`config.mk`:
```
export PLATFORM = sky130hd
export DESIGN_NAME = yuyv_to_rgb_converter_core_flat
export DESIGN_NICKNAME = d
export VERILOG_FILES = /design/src/rtl/core/yuyv_pkg.sv /design/src/rtl/core/yuyv_ifs.sv /design/src/rtl/core/yuyv_front.sv /design/src/rtl/core/yuyv_queue.sv /design/src/rtl/core/yuyv_back.sv /design/src/rtl/core/yuyv_to_rgb_converter_core.sv /design/src/flat_wrapper.sv
export SDC_FILE = /design/constraint.sdc
export NUM_CORES = 1
export LEC_CHECK = 0
export ABC_CLOCK_PERIOD_IN_PS = 6900
export BUFFER_PORTS_ARGS = -buffer_cell sky130_fd_sc_hd__buf_4
export CAP_MARGIN = 20
export CORE_MARGIN = 2
export CORE_UTILIZATION = 60
export CTS_CLUSTER_DIAMETER = 60
export DETAILED_ROUTE_END_ITERATION = 7
export PLACE_DENSITY = 0.78
export SLEW_MARGIN = 20
export SYNTH_ARGS = -nofsm -noshare
export SYNTH_HDL_FRONTEND = slang
export SYNTH_HIERARCHICAL = 1
export SYNTH_SLANG_ARGS = --single-unit
```
`constraint.sdc`:
```
create_clock -name clk -period 6.9 [get_ports clk]
set_input_delay 1.725 -clock clk [delete_from_list [all_inputs] [get_ports clk]]
set_output_delay 1.725 -clock clk [all_outputs]
set_load 0.01 [all_outputs]
```
`src/rtl/core/yuyv_pkg.sv`:
```
// ----------------------------------------------------------------------------
// yuyv_pkg
// shared widths, coefficients, types and arithmetic helpers for the
// yuyv 4:2:2 to rgb888 converter
// ----------------------------------------------------------------------------
package yuyv_pkg;

    localparam int unsigned BYTE_W        = 8;
    localparam int unsigned DIFF_W        = 9;   // chroma minus offset, signed
    localparam int unsigned PROD_W        = 18;  // coefficient products, signed
    localparam int unsigned SUM_W         = 19;  // scaled luma plus product, signed

    localparam int unsigned CHROMA_OFFSET = 128;
    localparam int unsigned COEF_RV       = 358;
    localparam int unsigned COEF_GV       = 182;
    localparam int unsigned COEF_GU       = 88;
    localparam int unsigned COEF_BU       = 453;
    localparam int unsigned UNITY_SHIFT   = 8;   // divide by 256
    localparam int unsigned CHAN_MAX      = 255;

    localparam int unsigned QUEUE_DEPTH   = 2;

    // one complete yuyv pair, as handed from front to back
    typedef struct packed {
        logic [BYTE_W-1:0] luma_even;
        logic [BYTE_W-1:0] luma_odd;
        logic [BYTE_W-1:0] cb;
        logic [BYTE_W-1:0] cr;
    } pair_t;

    // queue status seen by the front and the back
    typedef struct packed {
        logic full;
        logic empty;
    } queue_status_t;

    function automatic logic signed [PROD_W-1:0] chroma_diff(input logic [BYTE_W-1:0] c);
        logic signed [PROD_W-1:0] ext;
        ext = $signed({{(PROD_W-BYTE_W){1'b0}}, c});
        return ext - $signed(PROD_W'(CHROMA_OFFSET));
    endfunction

    function automatic logic signed [PROD_W-1:0] mul_coef(
        input logic signed [PROD_W-1:0] d,
        input int unsigned               coef
    );
        return d * $signed(PROD_W'(coef));
    endfunction

    // negative sums clamp to zero, so floor and truncation agree here
    function automatic logic [BYTE_W-1:0] clamp_channel(
        input logic [BYTE_W-1:0]        y,
        input logic signed [PROD_W-1:0] prod
    );
        logic signed [SUM_W-1:0] sum;
        logic [SUM_W-1:0]        q;
        sum = $signed({{(SUM_W-BYTE_W-UNITY_SHIFT){1'b0}}, y, {UNITY_SHIFT{1'b0}}})
              + SUM_W'(prod);
        q   = SUM_W'(sum >>> UNITY_SHIFT);
        if (sum < 0)
            return '0;
        else if (q > SUM_W'(CHAN_MAX))
            return BYTE_W'(CHAN_MAX);
        else
            return q[BYTE_W-1:0];
    endfunction

endpackage

```
`src/rtl/core/yuyv_ifs.sv`:
```
// ----------------------------------------------------------------------------
// yuyv channel interfaces
// valid/ready channels for incoming yuyv pixels and outgoing rgb pixels
// ----------------------------------------------------------------------------
interface yuyv_pix_if;
    logic       valid;
    logic       ready;
    logic [7:0] luma;
    logic [7:0] chroma;

    modport source (output valid, output luma, output chroma, input ready);
    modport sink   (input valid, input luma, input chroma, output ready);
endinterface

interface yuyv_rgb_if;
    logic       valid;
    logic       ready;
    logic [7:0] red;
    logic [7:0] green;
    logic [7:0] blue;
    logic       last_of_pair;

    modport source (output valid, output red, output green, output blue,
                    output last_of_pair, input ready);
    modport sink   (input valid, input red, input green, input blue,
                    input last_of_pair, output ready);
endinterface

```
`src/rtl/core/yuyv_front.sv`:
```
// ----------------------------------------------------------------------------
// yuyv_front
// accepts pixel requests, holds the even pixel, pushes complete pairs
// ----------------------------------------------------------------------------
module yuyv_front
    import yuyv_pkg::*;
(
    input  logic          clk,
    input  logic          rst_n,
    yuyv_pix_if.sink      pix_in,
    input  queue_status_t q_status,
    output logic          push,
    output pair_t         push_data
);

    logic              odd_phase_reg;
    logic              odd_phase_next;
    logic [BYTE_W-1:0] held_luma_reg;
    logic [BYTE_W-1:0] held_luma_next;
    logic [BYTE_W-1:0] held_cb_reg;
    logic [BYTE_W-1:0] held_cb_next;
    logic              accept;

    // an even pixel only lands in the holding registers
    assign pix_in.ready = !odd_phase_reg || !q_status.full;
    assign accept       = pix_in.valid && pix_in.ready;
    assign push         = accept && odd_phase_reg;

    assign push_data.luma_even = held_luma_reg;
    assign push_data.luma_odd  = pix_in.luma;
    assign push_data.cb        = held_cb_reg;
    assign push_data.cr        = pix_in.chroma;

    always_comb
    begin
        odd_phase_next = odd_phase_reg;
        held_luma_next = held_luma_reg;
        held_cb_next   = held_cb_reg;
        if (accept)
        begin
            odd_phase_next = !odd_phase_reg;
            if (!odd_phase_reg)
            begin
                held_luma_next = pix_in.luma;
                held_cb_next   = pix_in.chroma;
            end
        end
    end

    always_ff @(posedge clk or negedge rst_n)
    begin
        if (!rst_n)
        begin
            odd_phase_reg <= 1'b0;
            held_luma_reg <= '0;
            held_cb_reg   <= '0;
        end
        else
        begin
            odd_phase_reg <= odd_phase_next;
            held_luma_reg <= held_luma_next;
            held_cb_reg   <= held_cb_next;
        end
    end

    a_phase_flips: assert property (@(posedge clk) disable iff (!rst_n)
        accept |=> odd_phase_reg != $past(odd_phase_reg))
        else $error("phase did not alternate on accepted pixel");

    a_even_never_stalls: assert property (@(posedge clk) disable iff (!rst_n)
        !pix_in.ready |-> odd_phase_reg)
        else $error("even pixel stalled");

endmodule

```
`src/rtl/core/yuyv_queue.sv`:
```
// ----------------------------------------------------------------------------
// yuyv_queue
// small first-word-fall-through queue of yuyv pairs
// ----------------------------------------------------------------------------
module yuyv_queue
    import yuyv_pkg::*;
#(
    parameter int unsigned DEPTH = QUEUE_DEPTH
)
(
    input  logic          clk,
    input  logic          rst_n,
    input  logic          push,
    input  pair_t         push_data,
    input  logic          pop,
    output pair_t         head,
    output queue_status_t status
);

    localparam int unsigned PTR_W = $clog2(DEPTH);
    localparam int unsigned CNT_W = $clog2(DEPTH + 1);

    pair_t            mem [DEPTH];
    logic [PTR_W-1:0] wr_ptr_reg;
    logic [PTR_W-1:0] wr_ptr_next;
    logic [PTR_W-1:0] rd_ptr_reg;
    logic [PTR_W-1:0] rd_ptr_next;
    logic [CNT_W-1:0] count_reg;
    logic [CNT_W-1:0] count_next;

    assign status.full  = (count_reg == CNT_W'(DEPTH));
    assign status.empty = (count_reg == '0);
    assign head         = mem[rd_ptr_reg];

    always_comb
    begin
        wr_ptr_next = wr_ptr_reg;
        rd_ptr_next = rd_ptr_reg;
        count_next  = count_reg;
        if (push)
            wr_ptr_next = (wr_ptr_reg == PTR_W'(DEPTH - 1)) ? '0 : wr_ptr_reg + 1'b1;
        if (pop)
            rd_ptr_next = (rd_ptr_reg == PTR_W'(DEPTH - 1)) ? '0 : rd_ptr_reg + 1'b1;
        if (push && !pop)
            count_next = count_reg + 1'b1;
        else if (pop && !push)
            count_next = count_reg - 1'b1;
    end

    always_ff @(posedge clk)
    begin
        if (push)
            mem[wr_ptr_reg] <= push_data;
    end

    always_ff @(posedge clk or negedge rst_n)
    begin
        if (!rst_n)
        begin
            wr_ptr_reg <= '0;
            rd_ptr_reg <= '0;
            count_reg  <= '0;
        end
        else
        begin
            wr_ptr_reg <= wr_ptr_next;
            rd_ptr_reg <= rd_ptr_next;
            count_reg  <= count_next;
        end
    end

    a_no_overflow: assert property (@(posedge clk) disable iff (!rst_n)
        !(push && status.full))
        else $error("push into full queue");

    a_no_underflow: assert property (@(posedge clk) disable iff (!rst_n)
        !(pop && status.empty))
        else $error("pop from empty queue");

endmodule

```
`src/rtl/core/yuyv_back.sv`:
```
// ----------------------------------------------------------------------------
// yuyv_back
// splits each pair into two pixels and converts them in a two-stage pipe
// ----------------------------------------------------------------------------
module yuyv_back
    import yuyv_pkg::*;
(
    input  logic          clk,
    input  logic          rst_n,
    input  pair_t         head,
    input  queue_status_t q_status,
    output logic          pop,
    yuyv_rgb_if.source    pix_out
);

    // product stage
    logic                     sel_reg;
    logic                     sel_next;
    logic                     a_valid_reg;
    logic                     a_valid_next;
    logic [BYTE_W-1:0]        a_luma_reg;
    logic [BYTE_W-1:0]        a_luma_next;
    logic                     a_last_reg;
    logic                     a_last_next;
    logic signed [PROD_W-1:0] a_rv_reg;
    logic signed [PROD_W-1:0] a_rv_next;
    logic signed [PROD_W-1:0] a_g_reg;
    logic signed [PROD_W-1:0] a_g_next;
    logic signed [PROD_W-1:0] a_bu_reg;
    logic signed [PROD_W-1:0] a_bu_next;

    // output register
    logic              out_valid_reg;
    logic              out_valid_next;
    logic [BYTE_W-1:0] red_reg;
    logic [BYTE_W-1:0] red_next;
    logic [BYTE_W-1:0] green_reg;
    logic [BYTE_W-1:0] green_next;
    logic [BYTE_W-1:0] blue_reg;
    logic [BYTE_W-1:0] blue_next;
    logic              last_reg;
    logic              last_next;

    logic                     out_adv;
    logic                     a_adv;
    logic                     load_a;
    logic signed [PROD_W-1:0] u;
    logic signed [PROD_W-1:0] v;

    assign out_adv = !out_valid_reg || pix_out.ready;
    assign a_adv   = !a_valid_reg || out_adv;
    assign load_a  = a_adv && !q_status.empty;
    assign pop     = load_a && sel_reg;

    assign u = chroma_diff(head.cb);
    assign v = chroma_diff(head.cr);

    always_comb
    begin
        sel_next     = sel_reg;
        a_valid_next = a_valid_reg;
        a_luma_next  = a_luma_reg;
        a_last_next  = a_last_reg;
        a_rv_next    = a_rv_reg;
        a_g_next     = a_g_reg;
        a_bu_next    = a_bu_reg;
        if (a_adv)
            a_valid_next = !q_status.empty;
        if (load_a)
        begin
            sel_next    = !sel_reg;
            a_luma_next = sel_reg ? head.luma_odd : head.luma_even;
            a_last_next = sel_reg;
            a_rv_next   = mul_coef(v, COEF_RV);
            a_g_next    = mul_coef(v, COEF_GV) + mul_coef(u, COEF_GU);
            a_bu_next   = mul_coef(u, COEF_BU);
        end
    end

    always_comb
    begin
        out_valid_next = out_valid_reg;
        red_next       = red_reg;
        green_next     = green_reg;
        blue_next      = blue_reg;
        last_next      = last_reg;
        if (out_adv)
        begin
            out_valid_next = a_valid_reg;
            red_next       = clamp_channel(a_luma_reg, a_rv_reg);
            green_next     = clamp_channel(a_luma_reg, -a_g_reg);
            blue_next      = clamp_channel(a_luma_reg, a_bu_reg);
            last_next      = a_last_reg;
        end
    end

    always_ff @(posedge clk or negedge rst_n)
    begin
        if (!rst_n)
        begin
            sel_reg       <= 1'b0;
            a_valid_reg   <= 1'b0;
            out_valid_reg <= 1'b0;
        end
        else
        begin
            sel_reg       <= sel_next;
            a_valid_reg   <= a_valid_next;
            out_valid_reg <= out_valid_next;
        end
    end

    always_ff @(posedge clk)
    begin
        a_luma_reg <= a_luma_next;
        a_last_reg <= a_last_next;
        a_rv_reg   <= a_rv_next;
        a_g_reg    <= a_g_next;
        a_bu_reg   <= a_bu_next;
        red_reg    <= red_next;
        green_reg  <= green_next;
        blue_reg   <= blue_next;
        last_reg   <= last_next;
    end

    assign pix_out.valid        = out_valid_reg;
    assign pix_out.red          = red_reg;
    assign pix_out.green        = green_reg;
    assign pix_out.blue         = blue_reg;
    assign pix_out.last_of_pair = last_reg;

    a_pair_held: assert property (@(posedge clk) disable iff (!rst_n)
        sel_reg |-> !q_status.empty)
        else $error("second pixel pending with no pair in queue");

    a_pop_after_odd: assert property (@(posedge clk) disable iff (!rst_n)
        pop |=> a_valid_reg && a_last_reg)
        else $error("pair popped without its odd pixel in the pipe");

endmodule

```
`src/rtl/core/yuyv_to_rgb_converter_core.sv`:
```
// ----------------------------------------------------------------------------
// yuyv_to_rgb_converter_core
// packed yuyv 4:2:2 stream to rgb888 with bt.601-style integer coefficients
// ----------------------------------------------------------------------------
// order: once the odd pixel is accepted, its pair is queued; the even
//   pixel passes the product stage and output register, the odd one after it
// throughput: one pixel in and one pixel out per cycle, sustained while
//   the output is ready; the back part emits each pair one pixel at a time
// reset: asynchronous, active low; clears the phase, the held pixel, the
//   queue and all pipe valid bits, no clearing pass needed
// ----------------------------------------------------------------------------
module yuyv_to_rgb_converter_core
    import yuyv_pkg::*;
#(
    parameter int unsigned QUEUE_DEPTH_P = QUEUE_DEPTH
)
(
    input  logic       clk,
    input  logic       rst_n,
    yuyv_pix_if.sink   pix_in,
    yuyv_rgb_if.source pix_out
);

    // front to back hand-over
    logic          push;
    pair_t         push_data;
    logic          pop;
    pair_t         head;
    queue_status_t q_status;

    // front: takes each pixel request, keeps the even pixel, forms a pair
    yuyv_front u_front (
        .clk       (clk),
        .rst_n     (rst_n),
        .pix_in    (pix_in),
        .q_status  (q_status),
        .push      (push),
        .push_data (push_data)
    );

    // short queue so the two sides stall independently
    yuyv_queue #(
        .DEPTH (QUEUE_DEPTH_P)
    ) u_queue (
        .clk       (clk),
        .rst_n     (rst_n),
        .push      (push),
        .push_data (push_data),
        .pop       (pop),
        .head      (head),
        .status    (q_status)
    );

    // back: products stage, then sum, clamp and output register
    yuyv_back u_back (
        .clk      (clk),
        .rst_n    (rst_n),
        .head     (head),
        .q_status (q_status),
        .pop      (pop),
        .pix_out  (pix_out)
    );

endmodule

```
`src/flat_wrapper.sv`:
```
// flat-port wrapper written by rule: the top's interface ports become plain ports
module yuyv_to_rgb_converter_core_flat import yuyv_pkg::*;
#(
    parameter int unsigned QUEUE_DEPTH_P = QUEUE_DEPTH
)
  (clk, rst_n, pix_in_valid, pix_in_luma, pix_in_chroma, pix_in_ready, pix_out_valid, pix_out_red, pix_out_green, pix_out_blue, pix_out_last_of_pair, pix_out_ready);
  yuyv_pix_if pix_in_i ();
  yuyv_rgb_if pix_out_i ();
  input  logic clk;
  input  logic rst_n;
  input wire logic [$bits(pix_in_i.valid)-1:0] pix_in_valid;
  input wire logic [$bits(pix_in_i.luma)-1:0] pix_in_luma;
  input wire logic [$bits(pix_in_i.chroma)-1:0] pix_in_chroma;
  output wire logic [$bits(pix_in_i.ready)-1:0] pix_in_ready;
  output wire logic [$bits(pix_out_i.valid)-1:0] pix_out_valid;
  output wire logic [$bits(pix_out_i.red)-1:0] pix_out_red;
  output wire logic [$bits(pix_out_i.green)-1:0] pix_out_green;
  output wire logic [$bits(pix_out_i.blue)-1:0] pix_out_blue;
  output wire logic [$bits(pix_out_i.last_of_pair)-1:0] pix_out_last_of_pair;
  input wire logic [$bits(pix_out_i.ready)-1:0] pix_out_ready;
  assign pix_in_i.valid = pix_in_valid;
  assign pix_in_i.luma = pix_in_luma;
  assign pix_in_i.chroma = pix_in_chroma;
  assign pix_in_ready = pix_in_i.ready;
  assign pix_out_valid = pix_out_i.valid;
  assign pix_out_red = pix_out_i.red;
  assign pix_out_green = pix_out_i.green;
  assign pix_out_blue = pix_out_i.blue;
  assign pix_out_last_of_pair = pix_out_i.last_of_pair;
  assign pix_out_i.ready = pix_out_ready;
  yuyv_to_rgb_converter_core #(.QUEUE_DEPTH_P(QUEUE_DEPTH_P)) u_core (.clk(clk), .rst_n(rst_n), .pix_in(pix_in_i), .pix_out(pix_out_i));
endmodule
```
==> results of run 1 <==
-- worst register-to-register path: cells and delay by family (launching register included) --
kind	cells	cell delay, ps
buffers and inverters	2	120
DFF	1	520
adders and majority gates	6	2370
and+or+nand+nor	2	170
AOI/OAI and AO/OA	7	1530
muxes	1	380
xor gates and xnor gates	2	260
-- layer usage --
metal	track usage, %	routed length, µm	up-vias
met5	0	0	-
met3	3.77	731	34
li1	-	-	3945
met4	7.52	597	0
met2	37.2	11100	141
met1	28.1	10500	3839
-- through the flow --
step | hold WS (ps) | util [%]
5_1_grt | 437 | 66.7
4_1_cts | 424 | 66.6
3_3_place_gp | 403 | 63.7
6_report | 423 | 66.7
3_5_place_dp | 407 | 63.7
2_1_floorplan | 400 | -
-- cell families after synthesis --
group / Yosys count / synth area share, %
and+or+nand+nor: 207 / 7.85
adders and majority gates: 216 / 24.9
buffers and inverters: 184 / 6.66
AOI/OAI and AO/OA: 204 / 11.4
muxes: 57 / 6.30
DFF: 159 / 37.2
xor gates and xnor gates: 80 / 5.66
-- final cells by class --
class / count / share of cell area [%]
clock inverter: 13 / 1.20
clock buffer: 19 / 3.26
tap: 270 / 2.49
multi-input combinational: 764 / 51.8
timing repair buffer: 50 / 2.76
inverter: 151 / 4.18
sequential: 159 / 34.3
-- final timing paths --
kind,from,endpoint,slack (ps),cells after the start
setup reg to reg,u_core/u_queue/rd_ptr_reg,u_core/u_back/a_g_reg[17],1290,20
max in group asynchronous,rst_n,u_core/u_queue/rd_ptr_reg,5430,1
setup / recovery,u_core/u_queue/rd_ptr_reg,u_core/u_back/a_g_reg[17],1290,20
min in group asynchronous,rst_n,u_core/u_front/held_cb_reg[1],1200,1
hold / removal,u_core/u_back/a_last_reg,u_core/u_back/pix_out.last_of_pair,420,0
hold reg to reg,u_core/u_back/a_last_reg,u_core/u_back/pix_out.last_of_pair,420,0
-- cells in the final DEF (no fill, tap or decap), types with 39 or more instances in the layout --
| cell type | Yosys | layout |
|---|---|---|
| fa_1 | 55 | 55 |
| nor2_1 | 77 | 77 |
| xnor2_1 | 54 | 54 |
| mux2_4 | 39 | 39 |
| ha_1 | 161 | 161 |
| nand2_1 | 42 | 42 |
| buf_4 | 16 | 50 |
| a21oi_1 | 51 | 50 |
| inv_1 | 150 | 150 |
| edfxtp_1 | 135 | 135 |
==> out/qor.yml, run 1 <==
status:
  status: "completed"
timing:
  fmax_mhz: 178
  slew_headroom_pct: 33.7
  fin_tns_setup_ps: 0
  worst_slack_ps: 1290
  finalHoldViolCount: 0
  min_period_ps: 5610
  final_max_slew_viol_count: 0
  rsz0062_at_grt: "false"
  post-route-period-util_pct: 81.3
  tightest_slew_ps: 993
  fin_worst_skew_ps: 8.96
  setup_viol_count_final: 0
logic_synthesis:
  synth_cells: 1107
  synth_warnings: 6
  synthDominantCellAreaShare_pct: 32.4
  synthTopCellsByCount: "ha_1, inv_1, edfxtp_1"
  syn-cell-area_um2: 12500
  ys.flop_type: "edfxtp_1"
  synth_edf_count: 135
  synthArstFlopShare_pct: 15.1
  synth_area_leaders: "edfxtp_1, ha_1, fa_1, dfrtp_1, mux2_4"
  syn_avg_cell_area_um2: 11.3
  yosysTopAreaCell: "edfxtp_1"
  syn_nets: 1343
  yosysUniqueCellTypes: 70
  yosysSeqAreaShare_pct: 37.2
  yosysMostFrequentCell: "ha_1"
  ys_ff_latch: 159
global_route:
  grt_util_all_layers_pct: 21.7
  grt_overflow_total: 0
  grt_pass1_wl_um: 37700
  grt_pass1_vias: 7928
  antenna_found_initial: 0
  grt_max_degree: 49
setup_path:
  criticalPathCategory: "reg2reg"
  slowest_stage: "fa_1"
  crit_path_max_incr_delay_ps: 540
  startpoint_type: "flip-flop"
  cp_top_family: "adder cells"
  arrival_ps: 5780
  critical_path_required_ps: 7070
  worstSetupEndpointType: "flip-flop"
  path_cells: "mux2_4 > ha_1 > ha_1 > inv_1 > fa_1 > fa_1 > inv_1 > ha_1 > o21a_1 > a21o_1 > a21o_1 > a21o_1 > a21oi_1 > xnor2_1 > ha_1 > nand3_1 > nand2_1 > a41o_1 > o41ai_1 > xnor2_1"
  cp_max_fo: 9
  cp_num_buf_inv: 2
  cp_common_cell: "ha_1"
route:
  first_pass_iters: 5
  via_per_inst: 5.58
  dr.first_iter.drc_count: 385
  routed_wl_um: 22900
  vias: 7959
  drtAntennaViolNets: 0
  drc_errors: 0
  wire_per_inst_um: 16.0
layout:
  multi_input_area_um2: 7030
  largest_register_ff_count: 64
  fin_cells: 1426
  stdcell_area_um2: 13600
  num-nets-final: 1379
  drive_above_1_share_pct: 13.8
  area_growth_pct: 8.59
  fill_cells: 1529
  register_area_um2: 4660
  diodes: 0
placed_design:
  port_buffers: 46
  pre_cts_ws_ps: 1310
  gp_congestion: 0.869
  post_dp_cell_area_um2: 13000
  dp_cells: 1394
  dp_hpwl_um: 17800
clock_tree:
  cts_setup_buffers: 0
  cts_made_buffers: 17
  htreeDepth: 4
  insertion_delay_ps: 420
  cts.repair.resized: 0
  clk_pin_slew_ps: 70
  cts_tree: "built"
  cts.sinks: 159
  max-clock-path-buffers: 2
  ctsRootBufferMaster: "clkbuf_16"
  cts_hold_buf: 0
die:
  ios: 47
  coreArea_um2: 20400
  start_util_pct: 61.4
  die_area_um2: 22000
  die_h_um: 148
  die_w_um: 148
  fp-row-count: 52
job:
  maxCapViolations: 0
min_path:
  hp-class: "reg2reg"
Power of run 1 is left out: the tool's default activity adds up to more than one toggle a clock period on the data nets, which glitch-free logic cannot reach.
==> run 2, diff against run 1 <==
--- a/config.mk
+++ b/config.mk
@@ -5,7 +5,7 @@
 export SDC_FILE = /design/constraint.sdc
 export NUM_CORES = 1
 export LEC_CHECK = 0
-export ABC_CLOCK_PERIOD_IN_PS = 6900
+export ABC_CLOCK_PERIOD_IN_PS = 5250
 export BUFFER_PORTS_ARGS = -buffer_cell sky130_fd_sc_hd__buf_4
 export CAP_MARGIN = 20
 export CORE_MARGIN = 2
==> constraint.sdc (replaced) <==
create_clock -name clk -period 5.25 [get_ports clk]
set_input_delay 1.3125 -clock clk [delete_from_list [all_inputs] [get_ports clk]]
set_output_delay 1.3125 -clock clk [all_outputs]
set_load 0.01 [all_outputs]
==> run 2 against run 1 <==
Compared with the run above: the flow now finishes with violations (negative setup slack); setup slack got worse by 1400 ps; clock skew increased by 2.4 ps; highest routed layer unchanged; largest cell class unchanged; critical path depth rose by 4; non-clock buffer count grew 43; via count is 4.0% higher; sequential share of layout area fell by 1.5 points.
==> out/qor.yml, run 2 (synthesis results as in run 1) <==
status:
  status: "complete, but fails checks"
  violations: "negative setup slack"
layout:
  diodes: 0
  mostFrequentLayoutCells: "ha_1, inv_1, edfxtp_1"
  area_growth_pct: 13.4
  register_area_um2: 4660
  drive_above_1_share_pct: 20.2
  utilization_pct: 69.6
  num-nets-final: 1422
  multi_input_area_um2: 7280
  fin_cells: 1469
  largest_register_ff_count: 64
  fill_cells: 1431
  final_common_cell: "ha_1"
route:
  vias: 8274
  wire_per_inst_um: 16.8
  dr.first_iter.drc_count: 374
  routed_wl_um: 24600
  drtAntennaViolNets: 0
  first_pass_iters: 5
  drc_errors: 0
  via_per_inst: 5.63
timing:
  slew_headroom_pct: 32.3
  hold-worst-slack_ps: 423
  setup_viol_count_final: 1
  min_period_ps: 5340
  post-route-period-util_pct: 102
  fmax_mhz: 187
  fin_worst_skew_ps: 11.4
  finalHoldViolCount: 0
  final_max_slew_viol_count: 0
  tightest_slew_ps: 1010
  rsz0062_at_grt: "true"
  worst_slack_ps: -90.9
job:
  maxCapViolations: 0
die:
  start_util_pct: 61.4
  coreArea_um2: 20400
  fp-row-count: 52
  ios: 47
  die_area_um2: 22000
  die_w_um: 148
  die_h_um: 148
clock_tree:
  ctsRootBufferMaster: "clkbuf_16"
  insertion_delay_ps: 430
  cts_made_buffers: 17
  cts_hold_buf: 0
  max-clock-path-buffers: 2
  clk_pin_slew_ps: 80
  cts_tree: "built"
  cts.sinks: 159
  htreeDepth: 4
setup_path:
  arrival_ps: 5500
  worstSetupEndpointType: "flip-flop"
  startpoint_type: "flip-flop"
  cp_max_fo: 8
  critical_path_required_ps: 5410
  criticalPathCategory: "reg2reg"
global_route:
  grt_pass1_wl_um: 39400
  grt_use_met3_pct: 3.10
  antenna_found_initial: 0
  use_met1_pct: 29.2
  use_met2_pct: 40.0
  grt_max_degree: 49
  busiest_layer: "met2"
  grt_pass1_vias: 8270
  grt_overflow_total: 0
  grt_util_all_layers_pct: 22.8
min_path:
  hp-class: "reg2reg"
placed_design:
  dp_cells: 1425
  dp_hpwl_um: 18500
  port_buffers: 46
  gp_congestion: 0.868
-- run 2: changes by cell type in the layout (fill, tap and decap cells not counted), sizes merged --
cell      before  now
clkinvlp       0    2
clkbuf        19   18
bufinv         2    0
inv          159  156
buf           50   93
clkinv         3    7
-- run 2: final cells by class --
cell class / count / share of cell area (%)
multi-input combinational: 764 / 51.3
clock buffer: 18 / 3.18
tap: 270 / 2.38
timing repair buffer: 93 / 5.09
sequential: 159 / 32.8
clock inverter: 14 / 1.16
inverter: 151 / 4.02
-- run 2: timing repair --
action,in CTS,in global routing
hold endpoints to repair,0,0
gates resized for setup,5,38
setup endpoints to repair,5,8
buffers inserted,3,9
pin swaps,3,22
cloned,0,0
-- run 2: critical path, cell delays in order (launching register included) --
cell,delay (ps)
dfrtp_2,510
mux2_4,280
ha_4,140
inv_2,40
fa_1,490
inv_2,50
ha_4,260
inv_2,30
fa_1,490
inv_2,50
ha_4,230
a21o_1,180
a21oi_4,170
nor2b_4,60
o31a_1,320
o211ai_1,180
nand2_1,110
a21oi_2,150
xor2_1,190
ha_1,280
nand3_1,80
nand2_1,50
a41o_1,230
o41ai_2,340
xnor2_1,140
-- run 2: through the flow --
stage          setup WS, ps  cell area [µm²]  setup TNS, ps
2_1_floorplan          5.88            12600              0
3_3_place_gp           17.9            13300              0
3_5_place_dp           -127            13300           -280
4_1_cts                3.75            13900              0
5_1_grt                -258            14200           -469
6_report              -90.9            14200          -90.9
-- run 2: worst paths after layout --
kind                                      startpoint                            endpoint  slack [ps]  cells after the start
max                        u_core/u_queue/rd_ptr_reg           u_core/u_back/a_g_reg[17]         -90                     24
max in group asynchronous                      rst_n           u_core/u_queue/rd_ptr_reg        4200                      1
min                         u_core/u_back/a_last_reg  u_core/u_back/pix_out.last_of_pair         420                      0
min in group asynchronous                      rst_n       u_core/u_front/held_cb_reg[0]         780                      1
max reg2reg                u_core/u_queue/rd_ptr_reg           u_core/u_back/a_g_reg[17]         -90                     24
min reg2reg                 u_core/u_back/a_last_reg  u_core/u_back/pix_out.last_of_pair         420                      0
-- run 2: layer usage --
| layer | part of all wire [%] | vias up |
|---|---|---|
| li1 | - | 4026 |
| met2 | 51 | 161 |
| met3 | 2.8 | 36 |
| met1 | 45 | 4051 |
| met5 | 0 | - |
| met4 | 1.9 | 0 |
Power of run 2 is left out for the same reason.
==> run 3, diff against run 2 <==
--- a/config.mk
+++ b/config.mk
@@ -8,6 +8,7 @@
 export ABC_CLOCK_PERIOD_IN_PS = 5250
 export BUFFER_PORTS_ARGS = -buffer_cell sky130_fd_sc_hd__buf_4
 export CAP_MARGIN = 20
+export CORE_ASPECT_RATIO = 0.75
 export CORE_MARGIN = 2
 export CORE_UTILIZATION = 60
 export CTS_CLUSTER_DIAMETER = 60
==> run 3 against run 2 <==
Compared with the run above: the run now ends clean; first-iteration DRC count grew 89%; via count hardly changed; register-to-register slack better by 120 ps; routed wire length increased by 2.1%; maximum frequency is 2.3% higher; clock skew increased by 5.6 ps; critical path depth increased by 1.
==> out/qor.yml, run 3 (synthesis results as in run 1) <==
layout:
  stdcell_area_um2: 14100
  largest_register_ff_count: 64
  drive_above_1_share_pct: 19.5
  fill_cells: 1472
  mostFrequentLayoutCells: "ha_1, inv_1, edfxtp_1"
  diodes: 0
  num-nets-final: 1420
  final_common_cell: "ha_1"
  area_growth_pct: 13.0
setup_path:
  arrival_ps: 5400
  startpoint_type: "flip-flop"
  critical_path_required_ps: 5430
  criticalPathCategory: "reg2reg"
  worstSetupEndpointType: "flip-flop"
  cp_max_fo: 8
min_path:
  hp-class: "reg2reg"
die:
  coreArea_um2: 20300
  die_w_um: 171
  die_area_um2: 22000
  ios: 47
  fp-row-count: 45
  start_util_pct: 61.5
  die_h_um: 129
global_route:
  grt_pass1_vias: 7872
  grt_pass1_wl_um: 39800
  grt_overflow_total: 0
  grt_util_all_layers_pct: 23.4
  antenna_found_initial: 0
  grt_max_degree: 49
clock_tree:
  cts_tree: "built"
  cts.sinks: 159
  cts_made_buffers: 17
  clk_pin_slew_ps: 70
  ctsRootBufferMaster: "clkbuf_16"
  htreeDepth: 4
  insertion_delay_ps: 430
  max-clock-path-buffers: 2
placed_design:
  port_buffers: 46
  dp_hpwl_um: 18700
  gp_congestion: 0.943
  post_dp_cell_area_um2: 13300
route:
  via_per_inst: 5.59
  met2_length_um: 11800
  dr.first_iter.drc_count: 705
  drtAntennaViolNets: 0
  first_pass_iters: 5
  dr_wl_met3_um: 1180
  routed_wl_um: 25200
  met1_length_um: 12100
  drc_errors: 0
  wire_per_inst_um: 17.0
  vias: 8271
  top_layer_used: "met4"
timing:
  rsz0062_at_grt: "true"
  min_period_ps: 5220
  post-route-period-util_pct: 99.5
  hold-worst-slack_ps: 421
  slew_headroom_pct: 35.5
  tightest_slew_ps: 967
  setup_viol_count_final: 0
  finalHoldViolCount: 0
  final_max_slew_viol_count: 0
  fmax_mhz: 191
  fin_worst_skew_ps: 17.0
status:
  status: "completed"
job:
  maxCapViolations: 0
## run 3: stage by stage
stage | setup slack, ps | TNS (ps) | utilization, % | instances
floorplan | 5.88 | 0 | - | 1107
global placement | 45.3 | 0 | 65.3 | 1434
detailed placement | -106 | -167 | 65.3 | 1434
CTS | 3.85 | 0 | 68.4 | 1468
global route | -248 | -527 | 69.5 | 1479
finish | 27.6 | 0 | 69.5 | 1479
## run 3: area by class of cell
| type | count | area [µm²] | area share, % |
|---|---|---|---|
| multi-input cells | 764 | 7260 | 51.4 |
| flip-flops and latches | 159 | 4660 | 33.0 |
| repair buffers | 91 | 716 | 5.07 |
| inverters | 151 | 571 | 4.04 |
| clock buffers | 18 | 429 | 3.04 |
| well taps | 282 | 353 | 2.50 |
| clock inverters | 14 | 143 | 1.01 |
## run 3: worst paths after layout
path	start	to	slack, ps	depth (start not counted)
max	u_core/u_queue/rd_ptr_reg	u_core/u_back/a_g_reg[16]	30	25
min	u_core/u_back/a_last_reg	u_core/u_back/pix_out.last_of_pair	420	0
max reg2reg	u_core/u_queue/rd_ptr_reg	u_core/u_back/a_g_reg[16]	30	25
min reg2reg	u_core/u_back/a_last_reg	u_core/u_back/pix_out.last_of_pair	420	0
max in group asynchronous	rst_n	u_core/u_front/held_luma_reg[6]	4190	1
min in group asynchronous	rst_n	u_core/u_front/held_cb_reg[7]	780	1
## run 3: layer usage
| layer | vias up | track usage, % |
|---|---|---|
| met3 | 13 | 3.82 |
| met4 | 0 | 3.57 |
| met5 | - | 0 |
| li1 | 4033 | - |
| met2 | 207 | 38.6 |
| met1 | 4018 | 33.7 |
## run 3: critical path: stages, from the launching register on
cell and delay [ps]:
dfrtp_2 520, mux2_4 370, ha_4 170, inv_2 70, fa_1 400, inv_1 60
ha_1 220, inv_2 60, fa_1 410, inv_2 80, ha_4 210, a21o_1 170
a21oi_2 210, nor2b_4 60, o31a_1 270, o21a_1 180, nor2_1 110, xnor2_1 130
ha_1 310, nand2_1 140, nor2_1 50, a21oi_1 170, o311a_1 240, o21bai_1 90
a21oi_1 180, xnor2_1 80
## run 3: repair_timing
item                                    4_1_cts  5_1_grt
buffers inserted                              2       11
endpoints found under the setup margin        3        7
gates resized for setup                       6       31
cloned                                        0        0
pin swaps                                     3        8
hold buffers                                  0        0
Power of run 3 is left out for the same reason.
